File: config.mk
export PLATFORM = sky130hd
export DESIGN_NAME = breath_activity_volume
export DESIGN_NICKNAME = d
export VERILOG_FILES = /design/src/hw/rtl/bav_pkg.sv /design/src/hw/rtl/bav_div.sv /design/src/hw/rtl/bav_ring.sv /design/src/hw/rtl/breath_activity_volume.sv
export SDC_FILE = /design/constraint.sdc
export NUM_CORES = 1
export LEC_CHECK = 0
export BUFFER_PORTS_ARGS = -buffer_cell sky130_fd_sc_hd__buf_2
export CORE_UTILIZATION = 52
export CTS_CLUSTER_DIAMETER = 120
export DETAILED_ROUTE_END_ITERATION = 12
export GPL_ROUTABILITY_DRIVEN = 0
export HOLD_SLACK_MARGIN = 0.05
export PLACE_DENSITY = 0.78
export SYNTH_ARGS = -nofsm -noshare
export SYNTH_HDL_FRONTEND = slang
export SYNTH_HIERARCHICAL = 1
export SYNTH_SLANG_ARGS = --single-unit
export TNS_END_PERCENT = 50
File: constraint.sdc
create_clock -name clk -period 7.6 [get_ports clk]
set_clock_uncertainty 0.1 [all_clocks]
set_input_delay 0.38 -clock clk [delete_from_list [all_inputs] [get_ports clk]]
set_output_delay 0.38 -clock clk [all_outputs]
set_load 0.005 [all_outputs]
File: src/hw/rtl/bav_pkg.sv
package bav_pkg;

	// Default depth of the activity ring
	localparam int WINDOW_SIZE = 32;

	// Field widths
	localparam int SAMPLE_W  = 12;
	localparam int TIME_W    = 64;
	localparam int DATA_W    = 16;
	localparam int GAIN_W    = 5;
	localparam int COUNT_W   = 9;
	localparam int CFG_IDX_W = 3;

	// Register indexes
	localparam logic [CFG_IDX_W-1:0] REG_GAIN      = 3'd0;
	localparam logic [CFG_IDX_W-1:0] REG_THRESHOLD = 3'd1;
	localparam logic [CFG_IDX_W-1:0] REG_FLOOR     = 3'd2;
	localparam logic [CFG_IDX_W-1:0] REG_CEILING   = 3'd3;
	localparam logic [CFG_IDX_W-1:0] REG_FULL_VOL  = 3'd4;

	// Register reset values
	localparam logic [GAIN_W-1:0]  GAIN_RST      = 5'd1;
	localparam logic [DATA_W-1:0]  THRESHOLD_RST = 16'd100;
	localparam logic [COUNT_W-1:0] FLOOR_RST     = 9'd4;
	localparam logic [COUNT_W-1:0] CEILING_RST   = 9'd20;
	localparam logic [DATA_W-1:0]  FULL_VOL_RST  = 16'd16;

	// Rate when no time has elapsed
	localparam logic [DATA_W-1:0] RATE_MAX = '1;

	// Divider request
	typedef struct packed {
		logic              start;
		logic [DATA_W-1:0] dividend;
		logic [DATA_W-1:0] divisor;
	} div_req_t;

	// Activity ring request
	typedef struct packed {
		logic rd;
		logic wr;
		logic flag;
	} ring_req_t;

endpackage

File: src/hw/rtl/bav_div.sv
// Restoring divider, one quotient bit per cycle. Divisor must be non-zero.
module bav_div (
	input  logic                        clk,
	input  logic                        arst_n,
	input  bav_pkg::div_req_t           req,
	output logic                        done,
	output logic [bav_pkg::DATA_W-1:0]  quotient
);

	localparam int DW    = bav_pkg::DATA_W;
	localparam int CNT_W = $clog2(DW);
	localparam logic [CNT_W-1:0] LAST = CNT_W'(DW - 1);

	logic             busy_q;
	logic             done_q;
	logic [CNT_W-1:0] cnt_q;
	logic [DW-1:0]    rem_q;
	logic [DW-1:0]    quo_q;
	logic [DW-1:0]    dvs_q;
	logic [DW:0]      shifted;
	logic [DW:0]      trial;

	// Shift in next dividend bit and try the subtraction
	assign shifted = {rem_q, quo_q[DW-1]};
	assign trial   = shifted - {1'b0, dvs_q};

	// Sequencing
	always_ff @(posedge clk or negedge arst_n) begin
		if (!arst_n) begin
			busy_q <= 1'b0;
			done_q <= 1'b0;
			cnt_q  <= '0;
		end else begin
			done_q <= 1'b0;
			if (req.start) begin
				busy_q <= 1'b1;
				cnt_q  <= '0;
			end else if (busy_q) begin
				cnt_q <= cnt_q + 1'b1;
				if (cnt_q == LAST) begin
					busy_q <= 1'b0;
					done_q <= 1'b1;
				end
			end
		end
	end

	// Datapath; borrow out of the trial means restore
	always_ff @(posedge clk) begin
		if (req.start) begin
			rem_q <= '0;
			quo_q <= req.dividend;
			dvs_q <= req.divisor;
		end else if (busy_q) begin
			if (trial[DW]) begin
				rem_q <= shifted[DW-1:0];
				quo_q <= {quo_q[DW-2:0], 1'b0};
			end else begin
				rem_q <= trial[DW-1:0];
				quo_q <= {quo_q[DW-2:0], 1'b1};
			end
		end
	end

	assign done     = done_q;
	assign quotient = quo_q;

endmodule

File: src/hw/rtl/bav_ring.sv
// Ring of activity flags. Read is issued ahead of the write of the same item
// and returns the flag in the slot after the write position.
module bav_ring #(
	parameter int WINDOW_SIZE = bav_pkg::WINDOW_SIZE
) (
	input  logic               clk,
	input  logic               arst_n,
	input  bav_pkg::ring_req_t req,
	output logic               old_flag
);

	localparam int POS_W = $clog2(WINDOW_SIZE);
	localparam logic [POS_W-1:0] LAST_POS = POS_W'(WINDOW_SIZE - 1);

	logic [POS_W-1:0]       pos_q;
	logic [POS_W-1:0]       nxt;
	logic [WINDOW_SIZE-1:0] valid_q;
	logic                   flag_mem [WINDOW_SIZE];
	logic                   old_flag_q;

	assign nxt = (pos_q == LAST_POS) ? '0 : pos_q + 1'b1;

	// Write position and per-slot valid bits; unwritten slots read as clear
	always_ff @(posedge clk or negedge arst_n) begin
		if (!arst_n) begin
			pos_q   <= '0;
			valid_q <= '0;
		end else if (req.wr) begin
			valid_q[pos_q] <= 1'b1;
			pos_q          <= nxt;
		end
	end

	// Flag store
	always_ff @(posedge clk) begin
		if (req.wr)
			flag_mem[pos_q] <= req.flag;
		if (req.rd)
			old_flag_q <= flag_mem[nxt] & valid_q[nxt];
	end

	assign old_flag = old_flag_q;

endmodule

File: src/hw/rtl/breath_activity_volume.sv
// Breath activity volume.
// Input channel (in_valid/in_ready) takes one converter sample with its
// microsecond timestamp per transaction; output channel (out_valid/out_ready)
// returns one volume per input, in order. Registers are written through
// cfg_wen/cfg_index/cfg_data; the user must write them only while the block
// is idle, which the block itself does not enforce. Each transaction is
// worked one at a time: the sample is scaled as it is taken, a set-up state
// starts the restoring divider, the change rate is collected when it is
// done, then the activity ring and count are updated and the volume
// registered. The divider is skipped when elapsed time is zero or exceeds
// 16 bits. in_ready returns high the cycle the volume is registered, so a
// new sample is taken only once the last one's volume is registered.
// The output register holds a volume while the receiver stalls; the next
// input may be taken meanwhile, and its update waits until the register
// frees. Reset clears all registers to their defaults, empties the
// activity ring, zeroes the previous sample and time and drops out_valid.
module breath_activity_volume #(
	parameter int WINDOW_SIZE = bav_pkg::WINDOW_SIZE
) (
	input  logic                           clk,
	input  logic                           arst_n,
	input  logic                           cfg_wen,
	input  logic [bav_pkg::CFG_IDX_W-1:0]  cfg_index,
	input  logic [bav_pkg::DATA_W-1:0]     cfg_data,
	input  logic                           in_valid,
	output logic                           in_ready,
	input  logic [bav_pkg::SAMPLE_W-1:0]   sample,
	input  logic [bav_pkg::TIME_W-1:0]     timestamp_us,
	output logic                           out_valid,
	input  logic                           out_ready,
	output logic [bav_pkg::DATA_W-1:0]     volume
);

	localparam int DW  = bav_pkg::DATA_W;
	localparam int TW  = bav_pkg::TIME_W;
	localparam int CW  = bav_pkg::COUNT_W;
	localparam int PW  = bav_pkg::SAMPLE_W + bav_pkg::GAIN_W;

	localparam logic [1:0] ST_IDLE = 2'd0;
	localparam logic [1:0] ST_PREP = 2'd1;
	localparam logic [1:0] ST_DIV  = 2'd2;
	localparam logic [1:0] ST_UPD  = 2'd3;

	// Configuration registers
	logic [bav_pkg::GAIN_W-1:0] gain_q;
	logic [DW-1:0]              thr_q;
	logic [CW-1:0]              floor_q;
	logic [CW-1:0]              ceil_q;
	logic [DW-1:0]              full_q;

	logic [1:0]    state_q;
	logic [DW-1:0] scaled_q;
	logic [TW-1:0] time_q;
	logic [DW-1:0] prev_sample_q;
	logic [TW-1:0] prev_time_q;
	logic [CW-1:0] count_q;
	logic [DW-1:0] rate_q;
	logic          out_valid_q;
	logic [DW-1:0] volume_q;

	logic          in_fire;
	logic [PW-1:0] product;
	logic [DW-1:0] delta;
	logic [TW-1:0] elapsed;
	logic          no_time;
	logic          too_long;
	logic          out_free;
	logic          upd_fire;
	logic          active;
	logic          old_flag;
	logic [CW-1:0] count_next;
	logic [CW-1:0] over_floor;
	logic [DW-1:0] volume_next;
	logic          div_done;
	logic [DW-1:0] quotient;

	bav_pkg::div_req_t  div_req;
	bav_pkg::ring_req_t ring_req;

	// Configuration writes
	always_ff @(posedge clk or negedge arst_n) begin
		if (!arst_n) begin
			gain_q  <= bav_pkg::GAIN_RST;
			thr_q   <= bav_pkg::THRESHOLD_RST;
			floor_q <= bav_pkg::FLOOR_RST;
			ceil_q  <= bav_pkg::CEILING_RST;
			full_q  <= bav_pkg::FULL_VOL_RST;
		end else if (cfg_wen) begin
			case (cfg_index)
				bav_pkg::REG_GAIN:      gain_q  <= cfg_data[bav_pkg::GAIN_W-1:0];
				bav_pkg::REG_THRESHOLD: thr_q   <= cfg_data;
				bav_pkg::REG_FLOOR:     floor_q <= cfg_data[CW-1:0];
				bav_pkg::REG_CEILING:   ceil_q  <= cfg_data[CW-1:0];
				bav_pkg::REG_FULL_VOL:  full_q  <= cfg_data;
				default: ;
			endcase
		end
	end

	assign in_ready = (state_q == ST_IDLE);
	assign in_fire  = in_valid && in_ready;

	// Gain, truncated to 16 bits
	assign product = PW'(sample) * PW'(gain_q);

	// Change and elapsed time
	assign delta    = (scaled_q >= prev_sample_q) ? scaled_q - prev_sample_q
	                                              : prev_sample_q - scaled_q;
	assign elapsed  = time_q - prev_time_q;
	assign no_time  = (time_q == prev_time_q);
	assign too_long = |elapsed[TW-1:DW];

	// Divider request
	always_comb begin
		div_req          = '0;
		div_req.start    = (state_q == ST_PREP) && !no_time && !too_long;
		div_req.dividend = delta;
		div_req.divisor  = elapsed[DW-1:0];
	end

	bav_div u_div (
		.clk      (clk),
		.arst_n   (arst_n),
		.req      (div_req),
		.done     (div_done),
		.quotient (quotient)
	);

	// Activity ring and count update
	assign out_free   = !out_valid_q || out_ready;
	assign upd_fire   = (state_q == ST_UPD) && out_free;
	assign active     = (rate_q > thr_q);
	assign count_next = count_q + CW'(active) - CW'(old_flag);
	assign over_floor = count_next - floor_q;

	always_comb begin
		ring_req      = '0;
		ring_req.rd   = (state_q == ST_PREP);
		ring_req.wr   = upd_fire;
		ring_req.flag = active;
	end

	bav_ring #(
		.WINDOW_SIZE (WINDOW_SIZE)
	) u_ring (
		.clk      (clk),
		.arst_n   (arst_n),
		.req      (ring_req),
		.old_flag (old_flag)
	);

	// Volume from the updated count
	always_comb begin
		if (count_next <= floor_q)
			volume_next = '0;
		else if (count_next <= ceil_q)
			volume_next = DW'(over_floor);
		else
			volume_next = full_q;
	end

	// Sequencer and item state
	always_ff @(posedge clk or negedge arst_n) begin
		if (!arst_n) begin
			state_q       <= ST_IDLE;
			prev_sample_q <= '0;
			prev_time_q   <= '0;
			count_q       <= '0;
		end else begin
			case (state_q)
				ST_IDLE: begin
					if (in_fire)
						state_q <= ST_PREP;
				end
				ST_PREP: begin
					if (no_time || too_long)
						state_q <= ST_UPD;
					else
						state_q <= ST_DIV;
				end
				ST_DIV: begin
					if (div_done)
						state_q <= ST_UPD;
				end
				ST_UPD: begin
					if (out_free) begin
						state_q       <= ST_IDLE;
						prev_sample_q <= scaled_q;
						prev_time_q   <= time_q;
						count_q       <= count_next;
					end
				end
				default: state_q <= ST_IDLE;
			endcase
		end
	end

	// Output transaction pending
	always_ff @(posedge clk or negedge arst_n) begin
		if (!arst_n)
			out_valid_q <= 1'b0;
		else if (upd_fire)
			out_valid_q <= 1'b1;
		else if (out_ready)
			out_valid_q <= 1'b0;
	end

	// Payload registers
	always_ff @(posedge clk) begin
		if (in_fire) begin
			scaled_q <= product[DW-1:0];
			time_q   <= timestamp_us;
		end
		if (state_q == ST_PREP) begin
			if (no_time)
				rate_q <= bav_pkg::RATE_MAX;
			else if (too_long)
				rate_q <= '0;
		end
		if ((state_q == ST_DIV) && div_done)
			rate_q <= quotient;
		if (upd_fire)
			volume_q <= volume_next;
	end

	assign out_valid = out_valid_q;
	assign volume    = volume_q;

endmodule

==> qor.csv, run 1 <==
stage,metric,value,unit
status,status,"finished, final reports clean",
cells_and_area,"commonest non-fill, non-tap cells in the layout","299 x nand2_1, 225 x inv_1, 204 x o21ai_0",
clocking,Num CTS Buffers,43,
global_route,pin count of the biggest net entering global routing,110,
critical_path,cell depth of the worst flop-to-flop path,28,
cells_and_area,area delta synth->final,12.2,%
power_and_ir_drop,Tot Pwr,12.5,mW
critical_path,max incr delay on CP,0.52,ns
place,hpwl dp,44000,µm
yosys,mean post-synth cell area,9.51,µm²
job,max cap viols,0,
route,DRT antenna net count,0,
global_route,global-route wire length before repair,99400,µm
timing,Max Slew Vio Count,0,
yosys,compound-gate portion of the synthesized area,17.4,%
floorplan,Initial Util,52.5,%
place,PortBufs,117,
critical_path,Critical Path RT,7.85,ns
global_route,initial antenna violation count,0,
cells_and_area,Reg area,10400,µm²
yosys,number of synthesized flops with an enable pin,177,
clocking,Max Buffers Root-to-Sink,3,
place,area post-placement,25800,µm²
cells_and_area,nets,3088,
clocking,H-tree levels,2,
yosys,Syn Nets,2953,
critical_path,most used cell along the critical path,o21ai_0,
yosys,Synth cell types,99,
yosys,cell count after synthesis,2631,
route,Routed WL,60500,µm
cells_and_area,share of layout cells above drive strength 1,11.3,%
timing,post-layout minimum cycle time,6.71,ns
yosys,"Top FF cell, synth",dfrtp_1,
timing,# setup viols final,0,
yosys,Yosys reg bits,383,
place,Placed Cells,3254,
clocking,CTS Sinks,383,
critical_path,Slowest cell on crit path,dfstp_2,
timing,Final Hold Fails,0,
timing,actual slew at the worst max-slew pin,1.23,ns
critical_path,FF-to-FF Start,thr_q[2]$_DFFE_PN1P_,
cells_and_area,# diodes,0,
floorplan,FP Rows,80,
critical_path,kind of critical path,reg2reg,
critical_path,Top delay family on crit path,compound AO/OA/AOI/OAI gates,
yosys,main combinational cell family by area after synthesis,compound AO/OA/AOI/OAI gates,
timing,RSZ-0062 raised after global routing,no,
route,routed via count,20400,
global_route,total congestion overflow,0,
global_route,number of global-route vias before repair,19900,
clocking,# Post-CTS Setup Buffers,0,
floorplan,Die H,221,µm
clocking,Skew-Pair Late Insertion Delay,0.60,ns
clocking,"Hold-fix buffers, CTS",82,
route,Initial DRT Pass Iterations,6,
critical_path,CP Capture Type,register,
route,routed wire length per instance,17.7,µm
yosys,"area fraction in and, or, nand and nor cells after synthesis",16.4,%
floorplan,die area,49000,µm²
clocking,CTS root buf,clkbuf_16,
clocking,CTS resizes,0,
hold_path,hold path cells,3,
critical_path,crit path launch,thr_q[2]$_DFFE_PN1P_,
yosys,post-synthesis adder-cell area fraction,12.2,%
power_and_ir_drop,worst vdd ir,0.000334,V
yosys,post-synthesis mux area share,3.61,%
timing,final period utilization,88.3,%
cells_and_area,"commonest non-fill, non-tap cell in the layout",nand2_1,
yosys,post-synthesis async set-or-reset flop share,49.6,%
yosys,sequential cell area fraction in the yosys report,41.6,%
clocking,"CTS clk-pin slew, worst paths",0.06,ns
cells_and_area,multi-input logic area,13200,µm²
timing,TNS Setup,0,ns
critical_path,crit start category,register,
cells_and_area,post-route cell area,28100,µm²
route,Residual DRC,0,
floorplan,die extent in x,221,µm
hold_path,hold path startpoint,out_ready,
cells_and_area,Layout Cells excl Fill,3413,
hold_path,min-delay worst type,in2reg,
timing,fmax,149,MHz
global_route,GRT Overall Usage,24.6,%
timing,WHS,0.0976,ns
floorplan,Ports,118,
timing,slew margin rel.,18.2,%
floorplan,Floorplan Core Area,47600,µm²
power_and_ir_drop,P_leak,12.1,nW
critical_path,Critical Path Fanout Max,10,
critical_path,CP Depth,28,
yosys,Syn Std Cell Area,25000,µm²
critical_path,CP Data Arrival Time,6.97,ns
yosys,yosys warns,6,
power_and_ir_drop,pwr/cell area,446,nW/µm²
yosys,Synth Area in XOR/XNOR,2.94,%
clocking,CTS tree,done,
critical_path,Worst Path Buf+Inv,2,
route,drt initial violations,2222,
cells_and_area,Fillers,3991,
route,drt via density,5.97,
==> tightest hold or removal path, cell delays in order <==
cell	delay [ns]
buf_2	0.07
nand2b_1	0.22
nand2_1	0.08
==> kinds of logic after synthesis <==
group,Yosys count
xor gates and xnor gates,83
and+or+nand+nor,840
buffers and inverters,343
adders and majority gates,222
AOI/OAI and AO/OA,677
muxes,83
DFF,383
==> synthesized netlist by cell type, types with 11 or more instances <==
master    instances  share of area, %
a211oi_1         21              0.63
a21boi_0         11              0.33
a21o_1           44               1.3
a21oi_1         156               3.1
a311oi_1         12              0.42
a31oi_1          17              0.43
and2_1           40               1.0
and3_1           29              0.73
buf_2            17              0.34
buf_4            11              0.33
buf_6            11              0.50
clkbuf_1         68               1.0
dfrtp_1         182                18
dfxtp_1          16               1.3
edfxtp_1        177                21
fa_1             35               2.8
ha_1            187               9.4
inv_1           226               3.4
mux2_2           57               2.6
mux2i_1          26               1.0
nand2_1         299               4.5
nand2b_1         18              0.45
nand3_1          60               1.2
nand3b_1         13              0.39
nand4_1          52               1.3
nor2_1          167               2.5
nor2b_1          19              0.48
nor3_1           22              0.44
nor4_1           20              0.50
o211ai_1         20              0.60
o21a_1           35               1.1
o21ai_0         204               4.1
o21ai_1          15              0.30
o21bai_1         12              0.36
o31ai_1          13              0.39
or2_1            20              0.50
or2_2            26              0.65
or3_1            15              0.38
xnor2_1          53               1.9
xor2_1           29               1.0
==> through the flow <==
step / setup slack, ns / utilization, %
floorplan: 1.46 / -
global placement: 1.35 / 54.2
detailed placement: 1.09 / 54.2
CTS: 1.07 / 58.9
global route: 0.387 / 58.9
finish: 0.886 / 58.9
==> flip-flops by register name (all words and copies together) (netlist names), 32 cells and up <==
signal	count
prev_time_q	64
u_ring/valid_q	32
time_q	64
u_ring/flag_mem	32
==> power by group <==
| part | switching [mW] | internal [mW] | total [mW] |
|---|---|---|---|
| sequential | 0.303 | 2.92 | 3.23 |
| combinational | 4.41 | 2.80 | 7.21 |
| clock | 0.853 | 1.24 | 2.09 |
==> metal layers <==
layer / GRT usage (%) / up-vias / share of wire [%]
met5: 0 / - / 0
met2: 40.8 / 810 / 46
met4: 8.26 / 0 / 3.4
met3: 3.70 / 179 / 6.7
li1: - / 9647 / -
met1: 33.0 / 9734 / 43
==> area by class of cell <==
cell class	instances	area share [%]
Timing Repair Buffer	207	5.25
Sequential cell	383	37.0
Tap cell	615	2.74
Clock inverter	18	0.798
Inverter	226	3.03
Clock buffer	59	4.27
Multi-Input combinational cell	1905	46.9
==> worst paths after layout <==
kind	to	slack (ns)
setup / recovery	volume[9]$_SDFFCE_PP0P_	0.89
hold / removal	out_valid$_DFFE_PN0P_	0.1
setup reg to reg	volume[9]$_SDFFCE_PP0P_	0.89
hold reg to reg	u_ring/valid_q[26]$_DFFE_PN0P_	0.36
max in group asynchronous	u_ring/valid_q[3]$_DFFE_PN0P_	5.40
min in group asynchronous	prev_sample_q[4]$_DFFE_PN0P_	0.40
No activity file was read; power rests on OpenSTA's default activity.
==> run 2, diff against run 1 <==
--- a/config.mk
+++ b/config.mk
@@ -5,6 +5,7 @@
 export SDC_FILE = /design/constraint.sdc
 export NUM_CORES = 1
 export LEC_CHECK = 0
+export ABC_AREA = 1
 export BUFFER_PORTS_ARGS = -buffer_cell sky130_fd_sc_hd__buf_2
 export CORE_UTILIZATION = 52
 export CTS_CLUSTER_DIAMETER = 120
@@ -12,6 +13,7 @@
 export GPL_ROUTABILITY_DRIVEN = 0
 export HOLD_SLACK_MARGIN = 0.05
 export PLACE_DENSITY = 0.78
+export SLEW_MARGIN = 10
 export SYNTH_ARGS = -nofsm -noshare
 export SYNTH_HDL_FRONTEND = slang
 export SYNTH_HIERARCHICAL = 1
==> qor.csv, run 2 <==
stage,metric,value,unit,change
floorplan,FP Rows,82,,+2.5%
yosys,cell count after synthesis,3633,,+38%
cells_and_area,"commonest non-fill, non-tap cell in the layout",nand2_1,,
job,max cap viols,0,,unchanged
yosys,Post-synth top cells,"1191 x nand2_1, 709 x inv_1, 235 x nor2_1",,
floorplan,Floorplan Core Area,50400,µm²,+5.7%
global_route,number of global-route vias before repair,22000,,+10%
yosys,number of synthesized flops with an enable pin,177,,unchanged
critical_path,FF-to-FF Start,thr_q[6]$_DFFE_PN1P_,,
timing,Final WS setup,1.78,ns,+0.897 ns
critical_path,CP Capture Type,register,,
critical_path,Slowest cell on crit path,dfstp_2,,
clocking,Skew-Pair Late Insertion Delay,0.59,ns,about the same
yosys,"Top FF cell, synth",dfrtp_1,,
critical_path,CP Capture Point,volume[0]$_SDFFCE_PP0P_,,
critical_path,reg2reg end,volume[0]$_SDFFCE_PP0P_,,
timing,# setup viols final,0,,unchanged
place,hpwl dp,49100,µm,+12%
cells_and_area,share of layout cells above drive strength 1,8.20,%,-3.1 points
clocking,CTS Sinks,383,,unchanged
timing,Max Slew Vio Count,0,,unchanged
cells_and_area,biggest regs,"prev_time_q (64), time_q (64)",,
floorplan,Die H,228,µm,+3.2%
timing,WHS,0.115,ns,+0.0169 ns
timing,TNS Setup,0,ns,unchanged
critical_path,Critical Path RT,7.94,ns,+0.09 ns
global_route,GRT Overall Usage,25.1,%,+0.52 points
critical_path,Top delay family on crit path,compound AO/OA/AOI/OAI gates,,
critical_path,crit path launch,thr_q[6]$_DFFE_PN1P_,,
route,DRT antenna net count,0,,unchanged
status,status,"finished, final reports clean",,
route,drt initial violations,2051,,-7.7%
yosys,post-synth top area cell,edfxtp_1,,
global_route,global-route wire length before repair,108000,µm,+8.3%
yosys,yosys warns,6,,unchanged
timing,final period utilization,76.5,%,-12 points
cells_and_area,# diodes,0,,unchanged
power_and_ir_drop,Comb pwr share,13.2,%,-44 points
timing,RSZ-0062 raised after global routing,no,,
power_and_ir_drop,worst vdd ir,0.000140,V,-58%
place,area post-placement,27900,µm²,+7.9%
power_and_ir_drop,switching share of power,25.8,%,-19 points
route,Residual DRC,0,,unchanged
floorplan,die area,52200,µm²,+6.4%
clocking,CTS root buf,clkbuf_16,,
yosys,top cell type's share of synthesized area,19.9,%,-1.3 points
clocking,CTS tree,done,,
clocking,Num CTS Buffers,43,,unchanged
route,routed via count,23400,,+15%
cells_and_area,nets,4143,,+34%
timing,post-layout minimum cycle time,5.82,ns,-0.897 ns
clocking,H-tree levels,2,,unchanged
route,Routed WL,65400,µm,+8.1%
yosys,Yosys reg bits,383,,unchanged
hold_path,hold path cells,3,,unchanged
cells_and_area,"commonest non-fill, non-tap cells in the layout","1191 x nand2_1, 707 x inv_1, 233 x nor2_1",,
critical_path,cell depth of the worst flop-to-flop path,28,,unchanged
floorplan,Initial Util,52.9,%,+0.38 points
place,dpl ws,1.84,ns,+0.754 ns
critical_path,CP Depth,28,,unchanged
global_route,total congestion overflow,0,,unchanged
critical_path,crit start category,register,,
yosys,top-count cell post-synth,nand2_1,,
timing,slew margin rel.,28.8,%,+11 points
timing,Final Hold Fails,0,,unchanged
clocking,Max Buffers Root-to-Sink,3,,unchanged
yosys,sequential cell area fraction in the yosys report,39.0,%,-2.5 points
cells_and_area,area delta synth->final,13.1,%,
yosys,Synth cell types,61,,-38%
route,drt via density,5.16,,-14%
power_and_ir_drop,P_leak,15.9,nW,+31%
place,PortBufs,117,,unchanged
timing,actual slew at the worst max-slew pin,1.07,ns,-0.162 ns
critical_path,CP Data Arrival Time,6.16,ns,-0.81 ns
route,routed wire length per instance,14.4,µm,-19%
yosys,post-synthesis async set-or-reset flop share,49.6,%,unchanged
critical_path,Worst Path Buf+Inv,4,,+2
route,Initial DRT Pass Iterations,9,,+3
global_route,initial antenna violation count,1,,+1
cells_and_area,post-route cell area,30100,µm²,+7.3%
global_route,pin count of the biggest net entering global routing,77,,-30%
critical_path,Critical Path Fanout Max,16,,+6
critical_path,kind of critical path,reg2reg,,
yosys,ranking of synthesized cells by area,"edfxtp_1 20%, dfrtp_1 17%, nand2_1 17%",,
hold_path,min-delay worst type,in2reg,,
floorplan,Ports,118,,unchanged
yosys,mean post-synth cell area,7.34,µm²,-23%
power_and_ir_drop,pwr/cell area,172,nW/µm²,-61%
power_and_ir_drop,switching power,1.34,mW,-76%
power_and_ir_drop,Clk pwr share,42.1,%,+25 points
critical_path,max incr delay on CP,0.54,ns,+0.02 ns
critical_path,r2r setup slk,1.78,ns,+0.90 ns
timing,fmax,172,MHz,+15%
yosys,Syn Std Cell Area,26600,µm²,+6.5%
clocking,"CTS clk-pin slew, worst paths",0.06,ns,about the same
power_and_ir_drop,internal power,3.84,mW,-45%
yosys,Syn Nets,3955,,+34%
power_and_ir_drop,Flop pwr share,44.7,%,+19 points
floorplan,die extent in x,228,µm,+3.2%
-- run 2: cell types whose count changed after synthesis, moves of 27 or more --
cell,change
a21o_1,-42
and2_1,-38
and3_1,-27
inv_1,+483
mux2_2,-57
nand2_1,+892
nand3_1,+107
nor2_1,+68
o21a_1,-32
xnor2_1,-31
-- run 2: worst min-delay path by stage --
| stage | startpoint | endpoint | slack, ns |
|---|---|---|---|
| finish | cfg_data[1] | full_q[1]$_DFFE_PN0P_ | 0.11 |
| CTS | cfg_data[1] | ceil_q[1]$_DFFE_PN0P_ | 0.08 |
| global placement | u_ring/valid_q[31]$_DFFE_PN0P_ | u_ring/valid_q[31]$_DFFE_PN0P_ | 0.34 |
| floorplan | arst_n | ceil_q[0]$_DFFE_PN0P_ | -0.02 |
| detailed placement | arst_n | count_q[8]$_DFFE_PN0P_ | 0.35 |
| global route | cfg_data[6] | floor_q[6]$_DFFE_PN0P_ | 0.10 |
-- run 2: power groups by stage --
| stage | Combinational [mW] | Clock (mW) | Sequential, mW |
|---|---|---|---|
| 2_1_floorplan | 0.491 | 0 | 2.33 |
| 3_3_place_gp | 0.636 | 0 | 2.35 |
| 3_5_place_dp | 0.652 | 0 | 2.36 |
| 4_1_cts | 0.693 | 2.22 | 2.32 |
| 5_1_grt | 0.792 | 2.30 | 2.32 |
| 6_report | 0.681 | 2.18 | 2.32 |
-- run 2: worst reg2reg max path: cells and delay by family, from the launching register on --
kind,cells,cell delay [ns]
compound gates,10,1.63
simple gates,8,1.43
fa+ha+maj,5,1.38
flops,1,0.54
buf+inv,4,0.29
xor+xnor,1,0.29
-- run 2: metrics by stage --
| stage | total power, mW | utilization (%) | std cells |
|---|---|---|---|
| 4_1_cts | 5.23 | 59.8 | 4528 |
| 3_3_place_gp | 2.99 | 55.3 | 4371 |
| 2_1_floorplan | 2.82 | - | 3633 |
| 3_5_place_dp | 3.01 | 55.3 | 4371 |
| 5_1_grt | 5.41 | 59.8 | 4528 |
| 6_report | 5.18 | 59.8 | 4528 |
-- run 2: per-layer routing --
layer | wire [µm] | GRT usage [%]
met5 | 13 | 0
met4 | 2020 | 8.07
met3 | 4700 | 3.41
met2 | 29700 | 41.2
met1 | 28900 | 34.4
-- run 2: layout make-up --
type | instances | area [µm²]
tap | 672 | 841
inverter | 727 | 2740
clock buffer | 55 | 1140
multi-input combinational | 2465 | 13300
clock inverter | 25 | 350
fill | 4412 | 20200
timing repair buffer | 201 | 1420
sequential | 383 | 10400
-- run 2: cells by family after synthesis --
| logic type | Yosys count | synth area share (%) |
|---|---|---|
| compound gates | 409 | 8.30 |
| xor+xnor | 72 | 2.39 |
| fa+ha+maj | 222 | 11.4 |
| buf+inv | 785 | 11.3 |
| flops | 383 | 39.0 |
| mux | 5 | 0.188 |
| simple gates | 1757 | 27.4 |
-- run 2: timing repair --
action,CTS,global route
hold buffers,77,0
hold endpoints to repair,156,0
gates resized for setup,0,0
buffers inserted,0,0
